$ cat config.mk
export PLATFORM = sky130hd
export DESIGN_NAME = swap_shuffle_permutation
export DESIGN_NICKNAME = d
export VERILOG_FILES = /design/src/hdl/ssp_pkg.sv /design/src/hdl/ssp_ram.sv /design/src/hdl/ssp_ctrl.sv /design/src/hdl/ssp_dp.sv /design/src/hdl/swap_shuffle_permutation.sv
export SDC_FILE = /design/constraint.sdc
export NUM_CORES = 2
export LEC_CHECK = 0
export ABC_CLOCK_PERIOD_IN_PS = 19300
export BUFFER_PORTS_ARGS = -buffer_cell sky130_fd_sc_hd__buf_2
export CAP_MARGIN = 5
export CORE_MARGIN = 2
export CORE_UTILIZATION = 35
export CTS_BUF_LIST = sky130_fd_sc_hd__clkbuf_8
export DETAILED_ROUTE_END_ITERATION = 8
export SETUP_SLACK_MARGIN = 0.2
export SLEW_MARGIN = 20
export SYNTH_ARGS = -nofsm -noshare
export SYNTH_HDL_FRONTEND = slang
export SYNTH_SLANG_ARGS = --single-unit
$ cat constraint.sdc
create_clock -name i_clk -period 19.3 [get_ports i_clk]
set_clock_uncertainty 0.15 [all_clocks]
set_input_delay 3.86 -clock i_clk [delete_from_list [all_inputs] [get_ports i_clk]]
set_output_delay 3.86 -clock i_clk [all_outputs]
set_load 0.1 [all_outputs]
$ cat src/hdl/ssp_pkg.sv
// ssp_pkg: shared types and constants of the swap shuffle permutation block.
// Used by ssp_ctrl, ssp_dp and the top level; depends on nothing.
package ssp_pkg;

    localparam int VALUE_W = 9;
    localparam int SIZE_W  = 9;
    localparam int RAND_W  = 15;
    localparam int POS_W   = 8;
    localparam int MODE_W  = 2;
    localparam int STAT_W  = 2;
    localparam int MCNT_W  = $clog2(RAND_W);

    localparam logic [SIZE_W-1:0] SIZE_RESET = 9'd256;
    localparam logic [MCNT_W-1:0] MCNT_LAST  = MCNT_W'(RAND_W - 1);

    typedef enum logic [MODE_W-1:0] {
        MODE_RESTART = 2'd0,
        MODE_SHUFFLE = 2'd1,
        MODE_READ    = 2'd2
    } t_mode;

    typedef enum logic [STAT_W-1:0] {
        ST_OK   = 2'd0,
        ST_OOR  = 2'd1,
        ST_LATE = 2'd2
    } t_status;

    typedef enum logic [1:0] {
        A_CNT  = 2'd0,
        A_STEP = 2'd1,
        A_IDX  = 2'd2,
        A_POS  = 2'd3
    } t_addr_sel;

    typedef enum logic [1:0] {
        W_INIT  = 2'd0,
        W_RDATA = 2'd1,
        W_TA    = 2'd2
    } t_wdata_sel;

    typedef struct packed {
        logic       take;
        logic       clr_step;
        logic       init_step;
        logic       mod_start;
        logic       mod_step;
        logic       we;
        t_addr_sel  addr_sel;
        t_wdata_sel wdata_sel;
        logic       latch_ta;
        logic       cap_value;
        logic       set_status;
        t_status    status_code;
        logic       step_inc;
        logic       load_out;
    } t_cmd;

    typedef struct packed {
        t_mode mode;
        logic  shuf_done;
        logic  pos_oor;
        logic  init_last;
        logic  mod_last;
    } t_stat;

endpackage

$ cat src/hdl/ssp_ram.sv
// ssp_ram: generic single-port RAM with registered read data.
// Standalone; no package dependency.
module ssp_ram #(
    parameter int WIDTH = 9,
    parameter int DEPTH = 256
) (
    input  logic                     i_clk,
    input  logic                     i_we,
    input  logic [$clog2(DEPTH)-1:0] i_addr,
    input  logic [WIDTH-1:0]         i_wdata,
    output logic [WIDTH-1:0]         o_rdata
);

    logic [WIDTH-1:0] r_mem [DEPTH];
    logic [WIDTH-1:0] r_rdata;

    always_ff @(posedge i_clk) begin
        if (i_we) begin
            r_mem[i_addr] <= i_wdata;
        end
        r_rdata <= r_mem[i_addr];
    end

    assign o_rdata = r_rdata;

endmodule

$ cat src/hdl/ssp_ctrl.sv
// ssp_ctrl: sequencer of the swap shuffle permutation block.
// Drives ssp_dp through ssp_pkg::t_cmd and reads ssp_pkg::t_stat.
module ssp_ctrl (
    input  logic          i_clk,
    input  logic          i_rst_n,
    input  logic          i_valid,
    output logic          o_ready,
    output logic          o_valid,
    input  logic          i_ready,
    input  ssp_pkg::t_stat i_st,
    output ssp_pkg::t_cmd  o_cmd
);

    typedef enum logic [11:0] {
        S_INIT = 12'b000000000001,
        S_IDLE = 12'b000000000010,
        S_DEC  = 12'b000000000100,
        S_RST  = 12'b000000001000,
        S_MOD  = 12'b000000010000,
        S_RD1  = 12'b000000100000,
        S_RD2  = 12'b000001000000,
        S_WR1  = 12'b000010000000,
        S_WR2  = 12'b000100000000,
        S_RDP  = 12'b001000000000,
        S_RDV  = 12'b010000000000,
        S_FIN  = 12'b100000000000
    } t_state;

    t_state        r_state;
    t_state        n_state;
    logic          r_o_valid;
    logic          n_o_valid;
    ssp_pkg::t_cmd cmd;

    always_comb begin
        n_state          = r_state;
        cmd              = '0;
        cmd.addr_sel     = ssp_pkg::A_CNT;
        cmd.wdata_sel    = ssp_pkg::W_INIT;
        cmd.status_code  = ssp_pkg::ST_OK;
        case (r_state)
            S_INIT, S_RST: begin
                cmd.we        = 1'b1;
                cmd.init_step = 1'b1;
                if (i_st.init_last) begin
                    n_state = (r_state == S_INIT) ? S_IDLE : S_FIN;
                end
            end
            S_IDLE: begin
                if (i_valid) begin
                    cmd.take = 1'b1;
                    n_state  = S_DEC;
                end
            end
            S_DEC: begin
                case (i_st.mode)
                    ssp_pkg::MODE_RESTART: begin
                        cmd.clr_step = 1'b1;
                        n_state      = S_RST;
                    end
                    ssp_pkg::MODE_SHUFFLE: begin
                        if (i_st.shuf_done) begin
                            cmd.set_status  = 1'b1;
                            cmd.status_code = ssp_pkg::ST_LATE;
                            n_state         = S_FIN;
                        end else begin
                            cmd.mod_start = 1'b1;
                            n_state       = S_MOD;
                        end
                    end
                    ssp_pkg::MODE_READ: begin
                        if (i_st.pos_oor) begin
                            cmd.set_status  = 1'b1;
                            cmd.status_code = ssp_pkg::ST_OOR;
                            n_state         = S_FIN;
                        end else begin
                            n_state = S_RDP;
                        end
                    end
                    default: begin
                        n_state = S_FIN;
                    end
                endcase
            end
            S_MOD: begin
                cmd.mod_step = 1'b1;
                if (i_st.mod_last) begin
                    n_state = S_RD1;
                end
            end
            S_RD1: begin
                cmd.addr_sel = ssp_pkg::A_STEP;
                n_state      = S_RD2;
            end
            S_RD2: begin
                cmd.addr_sel = ssp_pkg::A_IDX;
                cmd.latch_ta = 1'b1;
                n_state      = S_WR1;
            end
            S_WR1: begin
                cmd.we        = 1'b1;
                cmd.addr_sel  = ssp_pkg::A_STEP;
                cmd.wdata_sel = ssp_pkg::W_RDATA;
                n_state       = S_WR2;
            end
            S_WR2: begin
                cmd.we        = 1'b1;
                cmd.addr_sel  = ssp_pkg::A_IDX;
                cmd.wdata_sel = ssp_pkg::W_TA;
                cmd.step_inc  = 1'b1;
                n_state       = S_FIN;
            end
            S_RDP: begin
                cmd.addr_sel = ssp_pkg::A_POS;
                n_state      = S_RDV;
            end
            S_RDV: begin
                cmd.cap_value = 1'b1;
                n_state       = S_FIN;
            end
            S_FIN: begin
                if (!r_o_valid || i_ready) begin
                    cmd.load_out = 1'b1;
                    n_state      = S_IDLE;
                end
            end
            default: begin
                n_state = S_INIT;
            end
        endcase
    end

    always_comb begin
        n_o_valid = r_o_valid;
        if (cmd.load_out) begin
            n_o_valid = 1'b1;
        end else if (i_ready) begin
            n_o_valid = 1'b0;
        end
    end

    always_ff @(posedge i_clk) begin
        if (!i_rst_n) begin
            r_state   <= S_INIT;
            r_o_valid <= 1'b0;
        end else begin
            r_state   <= n_state;
            r_o_valid <= n_o_valid;
        end
    end

    assign o_ready = (r_state == S_IDLE);
    assign o_valid = r_o_valid;
    assign o_cmd   = cmd;

`ifndef SYNTHESIS
    a_accept_decodes: assert property (@(posedge i_clk) disable iff (!i_rst_n)
        (i_valid && o_ready) |=> (r_state == S_DEC))
        else $error("accepted word not decoded");

    a_idle_no_write: assert property (@(posedge i_clk) disable iff (!i_rst_n)
        o_ready |-> !cmd.we)
        else $error("store written while idle");

    a_load_free: assert property (@(posedge i_clk) disable iff (!i_rst_n)
        cmd.load_out |-> (!r_o_valid || i_ready))
        else $error("result overwrites a pending word");
`endif

endmodule

$ cat src/hdl/ssp_dp.sv
// ssp_dp: datapath of the swap shuffle permutation block: size register, step
// counter, bit-serial remainder unit, permutation store and result registers.
// Depends on ssp_pkg and ssp_ram.
module ssp_dp #(
    parameter int MAX_SIZE = 256
) (
    input  logic                          i_clk,
    input  logic                          i_rst_n,
    input  logic [ssp_pkg::MODE_W-1:0]    i_mode,
    input  logic [ssp_pkg::RAND_W-1:0]    i_rand_word,
    input  logic [ssp_pkg::POS_W-1:0]     i_position,
    input  logic                          i_cfg_we,
    input  logic [ssp_pkg::SIZE_W-1:0]    i_cfg_data,
    input  ssp_pkg::t_cmd                 i_cmd,
    output ssp_pkg::t_stat                o_st,
    output logic [ssp_pkg::VALUE_W-1:0]   o_value,
    output logic                          o_done_res,
    output logic [ssp_pkg::STAT_W-1:0]    o_status
);

    localparam int AW = $clog2(MAX_SIZE);
    localparam int NW = $clog2(MAX_SIZE + 1);
    localparam int CW = (NW > ssp_pkg::SIZE_W) ? NW : ssp_pkg::SIZE_W;
    localparam int RW = AW + 1;

    logic [ssp_pkg::SIZE_W-1:0]  r_size;
    logic [NW-1:0]               r_step;
    logic [AW-1:0]               r_cnt;
    logic [AW-1:0]               r_rem;
    logic [ssp_pkg::RAND_W-1:0]  r_q;
    logic [ssp_pkg::MCNT_W-1:0]  r_mcnt;
    ssp_pkg::t_mode              r_mode;
    logic [ssp_pkg::POS_W-1:0]   r_pos;
    logic [ssp_pkg::VALUE_W-1:0] r_ta;
    logic [ssp_pkg::VALUE_W-1:0] r_value;
    ssp_pkg::t_status            r_status;
    logic [ssp_pkg::VALUE_W-1:0] r_o_value;
    logic                        r_o_done;
    ssp_pkg::t_status            r_o_status;

    logic [CW-1:0]               size_ext;
    logic [CW-1:0]               n_c;
    logic [NW-1:0]               n_eff;
    logic                        shuf_done;
    logic [CW-1:0]               pos_ext;
    logic [CW-1:0]               init_val;
    logic [RW-1:0]               rem2;
    logic [RW-1:0]               n_r;
    logic [RW-1:0]               rem_diff;
    logic [AW-1:0]               n_rem;
    logic [AW-1:0]               addr;
    logic [ssp_pkg::VALUE_W-1:0] wdata;
    logic [ssp_pkg::VALUE_W-1:0] rdata;
    logic                        init_last;

    always_comb begin
        size_ext = CW'(r_size);
        if (size_ext == '0) begin
            n_c = CW'(1);
        end else if (size_ext > CW'(MAX_SIZE)) begin
            n_c = CW'(MAX_SIZE);
        end else begin
            n_c = size_ext;
        end
    end

    assign n_eff     = n_c[NW-1:0];
    assign shuf_done = (r_step >= n_eff);
    assign pos_ext   = CW'(r_pos);
    assign init_val  = CW'(r_cnt) + CW'(1);
    assign init_last = (r_cnt == AW'(MAX_SIZE - 1));

    assign rem2     = {r_rem, r_q[ssp_pkg::RAND_W-1]};
    assign n_r      = RW'(n_eff);
    assign rem_diff = (rem2 >= n_r) ? (rem2 - n_r) : rem2;
    assign n_rem    = rem_diff[AW-1:0];

    always_comb begin
        case (i_cmd.addr_sel)
            ssp_pkg::A_CNT:  addr = r_cnt;
            ssp_pkg::A_STEP: addr = r_step[AW-1:0];
            ssp_pkg::A_IDX:  addr = r_rem;
            ssp_pkg::A_POS:  addr = pos_ext[AW-1:0];
            default:         addr = r_cnt;
        endcase
        case (i_cmd.wdata_sel)
            ssp_pkg::W_INIT:  wdata = init_val[ssp_pkg::VALUE_W-1:0];
            ssp_pkg::W_RDATA: wdata = rdata;
            ssp_pkg::W_TA:    wdata = r_ta;
            default:          wdata = rdata;
        endcase
    end

    ssp_ram #(
        .WIDTH (ssp_pkg::VALUE_W),
        .DEPTH (MAX_SIZE)
    ) u_store (
        .i_clk   (i_clk),
        .i_we    (i_cmd.we),
        .i_addr  (addr),
        .i_wdata (wdata),
        .o_rdata (rdata)
    );

    always_ff @(posedge i_clk) begin
        if (!i_rst_n) begin
            r_size <= ssp_pkg::SIZE_RESET;
            r_step <= '0;
            r_cnt  <= '0;
        end else begin
            if (i_cfg_we) begin
                r_size <= i_cfg_data;
            end
            if (i_cmd.clr_step) begin
                r_step <= '0;
            end else if (i_cmd.step_inc) begin
                r_step <= r_step + NW'(1);
            end
            if (i_cmd.init_step) begin
                r_cnt <= init_last ? '0 : r_cnt + AW'(1);
            end
        end
    end

    always_ff @(posedge i_clk) begin
        if (i_cmd.take) begin
            r_mode   <= ssp_pkg::t_mode'(i_mode);
            r_q      <= i_rand_word;
            r_pos    <= i_position;
            r_value  <= '0;
            r_status <= ssp_pkg::ST_OK;
        end else begin
            if (i_cmd.set_status) begin
                r_status <= i_cmd.status_code;
            end
            if (i_cmd.cap_value) begin
                r_value <= rdata;
            end
            if (i_cmd.mod_step) begin
                r_q <= {r_q[ssp_pkg::RAND_W-2:0], 1'b0};
            end
        end
        if (i_cmd.mod_start) begin
            r_rem  <= '0;
            r_mcnt <= '0;
        end else if (i_cmd.mod_step) begin
            r_rem  <= n_rem;
            r_mcnt <= r_mcnt + ssp_pkg::MCNT_W'(1);
        end
        if (i_cmd.latch_ta) begin
            r_ta <= rdata;
        end
        if (i_cmd.load_out) begin
            r_o_value  <= r_value;
            r_o_done   <= shuf_done;
            r_o_status <= r_status;
        end
    end

    assign o_st.mode      = r_mode;
    assign o_st.shuf_done = shuf_done;
    assign o_st.pos_oor   = (pos_ext >= n_c);
    assign o_st.init_last = init_last;
    assign o_st.mod_last  = (r_mcnt == ssp_pkg::MCNT_LAST);

    assign o_value    = r_o_value;
    assign o_done_res = r_o_done;
    assign o_status   = r_o_status;

`ifndef SYNTHESIS
    a_step_bounded: assert property (@(posedge i_clk) disable iff (!i_rst_n)
        i_cmd.step_inc |-> !shuf_done)
        else $error("step counter advanced past size");

    a_idx_in_range: assert property (@(posedge i_clk) disable iff (!i_rst_n)
        (i_cmd.we && (i_cmd.addr_sel == ssp_pkg::A_IDX)) |-> (RW'(r_rem) < n_r))
        else $error("swap index not reduced below size");
`endif

endmodule

$ cat src/hdl/swap_shuffle_permutation.sv
// swap_shuffle_permutation: one word at a time. States from accept to result valid: read
// DEC, RDP, RDV, FIN; rejected read or shuffle, or unused mode DEC, FIN; shuffle DEC, MOD
// (remainder loop), RD1, RD2, WR1, WR2 (two reads, two writes on the single store port),
// FIN; restart DEC, RST (store walk), FIN. Next word can be accepted from the cycle after
// loading of the output register. Reset is synchronous, active low; after it the store
// walk writes index + 1 to each address, ready low; size resets to 256, step counter to 0.
module swap_shuffle_permutation #(
    parameter int MAX_SIZE = 256
) (
    input  logic                        i_clk,
    input  logic                        i_rst_n,
    input  logic                        i_valid,
    output logic                        o_ready,
    input  logic [ssp_pkg::MODE_W-1:0]  i_mode,
    input  logic [ssp_pkg::RAND_W-1:0]  i_rand_word,
    input  logic [ssp_pkg::POS_W-1:0]   i_position,
    output logic                        o_valid,
    input  logic                        i_ready,
    output logic [ssp_pkg::VALUE_W-1:0] o_value,
    output logic                        o_done_res,
    output logic [ssp_pkg::STAT_W-1:0]  o_status,
    input  logic                        i_cfg_we,
    input  logic [ssp_pkg::SIZE_W-1:0]  i_cfg_data
);

    ssp_pkg::t_cmd  cmd;
    ssp_pkg::t_stat st;

    ssp_ctrl u_ctrl (
        .i_clk   (i_clk),
        .i_rst_n (i_rst_n),
        .i_valid (i_valid),
        .o_ready (o_ready),
        .o_valid (o_valid),
        .i_ready (i_ready),
        .i_st    (st),
        .o_cmd   (cmd)
    );

    ssp_dp #(
        .MAX_SIZE (MAX_SIZE)
    ) u_dp (
        .i_clk       (i_clk),
        .i_rst_n     (i_rst_n),
        .i_mode      (i_mode),
        .i_rand_word (i_rand_word),
        .i_position  (i_position),
        .i_cfg_we    (i_cfg_we),
        .i_cfg_data  (i_cfg_data),
        .i_cmd       (cmd),
        .o_st        (st),
        .o_value     (o_value),
        .o_done_res  (o_done_res),
        .o_status    (o_status)
    );

endmodule
==> flow_summary_export.csv <==
group,metric,value,unit
clock_tree,clock_sinks,2421,
critical_path,r2r-start,"u_ctrl.r_state[9]$_SDFFE_PN0P_",
worst_hold_path,hold_path_class,"flop to flop",
run,maxCapViolCount,0,
synth,syn_area_per_cell,13.25,µm²
critical_path,critPathMaxFanout,11,
drt,ant_nets,0,
synth,synthSimpleGateAreaFrac,0.1598,
final_layout,final-seq-area,0.07199,mm²
critical_path,r2r_cells,14,
synth,synth_top_family_by_area,"simple AND/OR/NAND/NOR gates",
final_layout,instances_no_fill,11229,
synth,netlist_area,0.09582,mm²
clock_tree,cts_buffers,401,
synth,ys.flop_type,"edfxtp_1",
clock_tree,cts_hold_repair.buffers,0,
floorplan,num_rows,192,
clock_tree,clockRootBuffer,"clkbuf_8",
final_layout,synthToLayoutAreaGrowth,11.37,%
placed_design,io_buffers,52,
floorplan,die_area,0.2780,mm²
synth,synth_nets,7305,
sta,slew_headroom,0.2152,
sta,period_share,0.3966,
sta,rsz0062_at_grt,"no",
grt,grt_max_degree,184,
clock_tree,post_cts.repair.setup_buffers,0,
drt,top_layer,"met5",
drt,vias_per_cell,5.434,
synth,synth_fa_ha_area_frac,0.004648,
worst_hold_path,hold_depth,0,
synth,ys_warn_count,0,
floorplan,pin_count,53,
drt,drc,0,
synth,synth-seq-cells,2421,
worst_hold_path,hp-start,"u_dp.r_status[0]$_SDFFE_PP0P_",
critical_path,crit_type,"flop to output port",
floorplan,fp.dieH,527.2,µm
power_and_ir_drop,ir_drop,0.0001336,V
critical_path,r2r_end,"u_dp.u_store.o_rdata[1]$_DFF_P_",
drt,wl_met1,112400,µm
clock_tree,cts_max_path_buffers,4,
synth,synth_seq_area_share,0.7513,
critical_path,cp-start-kind,"flop",
sta,finalSetupTns,0,ns
power_and_ir_drop,total_power,13.30,mW
synth,yosysTopAreaCell,"edfxtp_1",
drt,wl_met2,123200,µm
clock_tree,htree_levels,5,
sta,setup_viol_count_final,0,
synth,synth.most_common_cell,"edfxtp_1",
grt,grt_overflow,0,
floorplan,start_util,0.3511,
floorplan,core_area,0.2729,mm²
clock_tree,path_clk_slew,0.06,ns
synth,netlist_top_cells_area,"edfxtp_1 74%, nand2_1 8.3%, nand3_1 3.6%, nand4_1 2.0%, mux2i_1 2.0%",
critical_path,crit_arrival,3.64,ns
synth,synth_async_sr_flop_share,0,
synth,syn_inst,7231,
drt,num_vias,61013,
drt,drt_iter0_drc,8066,
final_layout,nets,7420,
grt,grt_pass1_vias,58430,
grt,grt_use_total,0.1874,
final_layout,drive_gt1_frac,0.09090,
sta,worst_pin_slew,1.167,ns
sta,fin_crit,7.655,ns
synth,synth_xor_area_frac,0.002468,
sta,max_freq,0.1306,GHz
grt,grt_pass1_wl,393000,µm
placed_design,dp_cells,10531,
drt,firstDrtPassIters,6,
grt,grt_antenna_before_repair,14,
placed_design,dpl.hpwl,150600,µm
synth,synth_compound_area_frac,0.03985,
drt,wl_met3,24620,µm
worst_hold_path,hold_path_end,"u_dp.o_status[0]$_DFFE_PP_",
sta,finalHoldViolCount,0,
power_and_ir_drop,powerDensity,124.6,mW/mm²
synth,synthMuxAreaShare,0.01986,
sta,fin_ws,11.65,ns
synth,synth-edff-count,2350,
sta,hold_ws,0.2959,ns
final_layout,fill_cells,25456,
synth,yosysTopAreaCellShare,0.7364,
clock_tree,clkLatencyLatePin,1.09,ns
power_and_ir_drop,leakagePower,35.35,nW
critical_path,required,15.29,ns
synth,yosysUniqueCellTypes,73,
status,run_status,"finished clean",
placed_design,place_ws,12.71,ns
synth,synth_common_cells,"2350 x edfxtp_1, 2119 x nand2_1, 696 x nand3_1, 321 x nor2_1, 304 x nand4_1",
clock_tree,cts_resized,0,
placed_design,gp_congestion,0.8606,
floorplan,die_w,527.2,µm
critical_path,worstSetupEndpointType,"output port",
sta,slew_viol_final,0,
final_layout,multi_input_area,0.02195,mm²
drt,wl_per_cell,23.85,µm
critical_path,ff2ff_setup_slack,12.52,ns
drt,wirelength,267800,µm
clock_tree,tritoncts,"done",
[layout make-up]
type                    instances  area share
clock buffers                 412     0.05313
well taps                    3589     0.04208
diodes                          5   0.0001172
inverters                      19   0.0006683
multi-input cells            4332      0.2057
flip-flops and latches       2421      0.6746
repair buffers                171     0.01220
clock inverters               280     0.01152
[kinds of logic (layout without fill, tap and decap cells)]
group                    Yosys count  count (layout)
buffers and inverters            478             882
flip-flops                      2421            2421
multiplexers                     190             190
XOR/XNOR                          27              27
AND/OR/NAND/NOR                 3550            3550
adder cells (fa/ha/maj)           35              35
other                              0               5
AO/OA/AOI/OAI                    530             530
[worst max-delay path, cell delays in order, from the launching register on]
cell and delay, ns:
dfxtp_1 0.41, or3_1 0.56, nor2_1 0.37, nand3b_1 0.22
or3_1 0.42, inv_1 0.18, buf_2 0.46
[state kept, by name, summed over array words and instances (netlist names), 4 cells and up]
register              cells
u_dp.o_value              9
u_dp.r_ta                 9
u_dp.r_pos                8
u_dp.r_rem                8
u_dp.u_store.o_rdata      9
u_dp.r_mcnt               4
u_dp.r_cnt                8
u_dp.r_value              9
u_dp.u_store.r_mem     2304
u_dp.r_step               9
u_ctrl.r_state           12
u_dp.r_q                 15
u_dp.r_size               9
[where the power goes]
group / total [mW] / leakage [nW] / switching (mW) / internal (mW)
sequential: 6.11 / 20.0 / 0.0726 / 6.04
combinational: 3.19 / 11.3 / 2.40 / 0.795
clock: 4.00 / 4.11 / 1.99 / 2.00
[placed cells by master (no fill, tap or decap), types with 7 or more instances in the layout]
master,Yosys,routed
nand4_1,304,304
inv_1,17,176
and2_1,13,12
nor4_1,8,8
and3_1,12,12
buf_12,0,10
dfxtp_1,71,71
nor3_1,15,15
nand2_2,3,14
clkinv_2,0,22
buf_4,19,107
a21oi_1,32,31
xor2_1,13,13
nor2b_1,16,15
a32o_1,8,8
nand3_1,696,696
or3_1,8,8
clkinv_1,2,86
buf_2,161,52
clkbuf_8,0,412
ha_1,34,34
nor2_1,321,305
xnor2_1,14,14
nand2_1,2119,2108
o21ai_4,0,9
edfxtp_1,2350,2350
nand2b_1,7,7
o21ai_0,40,31
a31oi_1,189,189
a21boi_0,9,9
mux2i_1,189,189
o21ai_1,15,15
nor2_2,2,17
a32oi_1,165,165
a22oi_1,9,9
a21o_1,10,10
[worst max path at each step]
stage                                          startpoint                                  to  slack [ns]  cells past startpoint
after floorplan            u_ctrl.r_state[3]$_SDFFE_PN0P_  u_dp.u_store.r_mem[0][1]$_DFFE_PP_        5.42                      8
after detailed placement   u_ctrl.r_state[6]$_SDFFE_PN0P_     u_dp.u_store.o_rdata[1]$_DFF_P_       12.71                     14
after CTS                  u_ctrl.r_state[9]$_SDFFE_PN0P_                             o_ready       11.65                      6
after global routing       u_ctrl.r_state[9]$_SDFFE_PN0P_                             o_ready       11.50                      6
final                      u_ctrl.r_state[9]$_SDFFE_PN0P_                             o_ready       11.65                      6
after global placement    u_ctrl.r_state[11]$_SDFFE_PN0P_     u_dp.u_store.o_rdata[1]$_DFF_P_       12.77                     14
[metrics by stage]
stage	instance area [µm²]	utilization
detailed placement	99740	0.3655
floorplan	95820	-
global placement	99680	0.3652
finish	106700	0.3911
CTS	106600	0.3908
global route	106700	0.3910
[layer usage]
metal | up-vias | GRT usage
li1 | 26964 | -
met1 | 30511 | 0.2670
met2 | 3060 | 0.2923
met3 | 476 | 0.03086
met4 | 2 | 0.05923
met5 | - | 0
(Power assumes the default switching activity.)
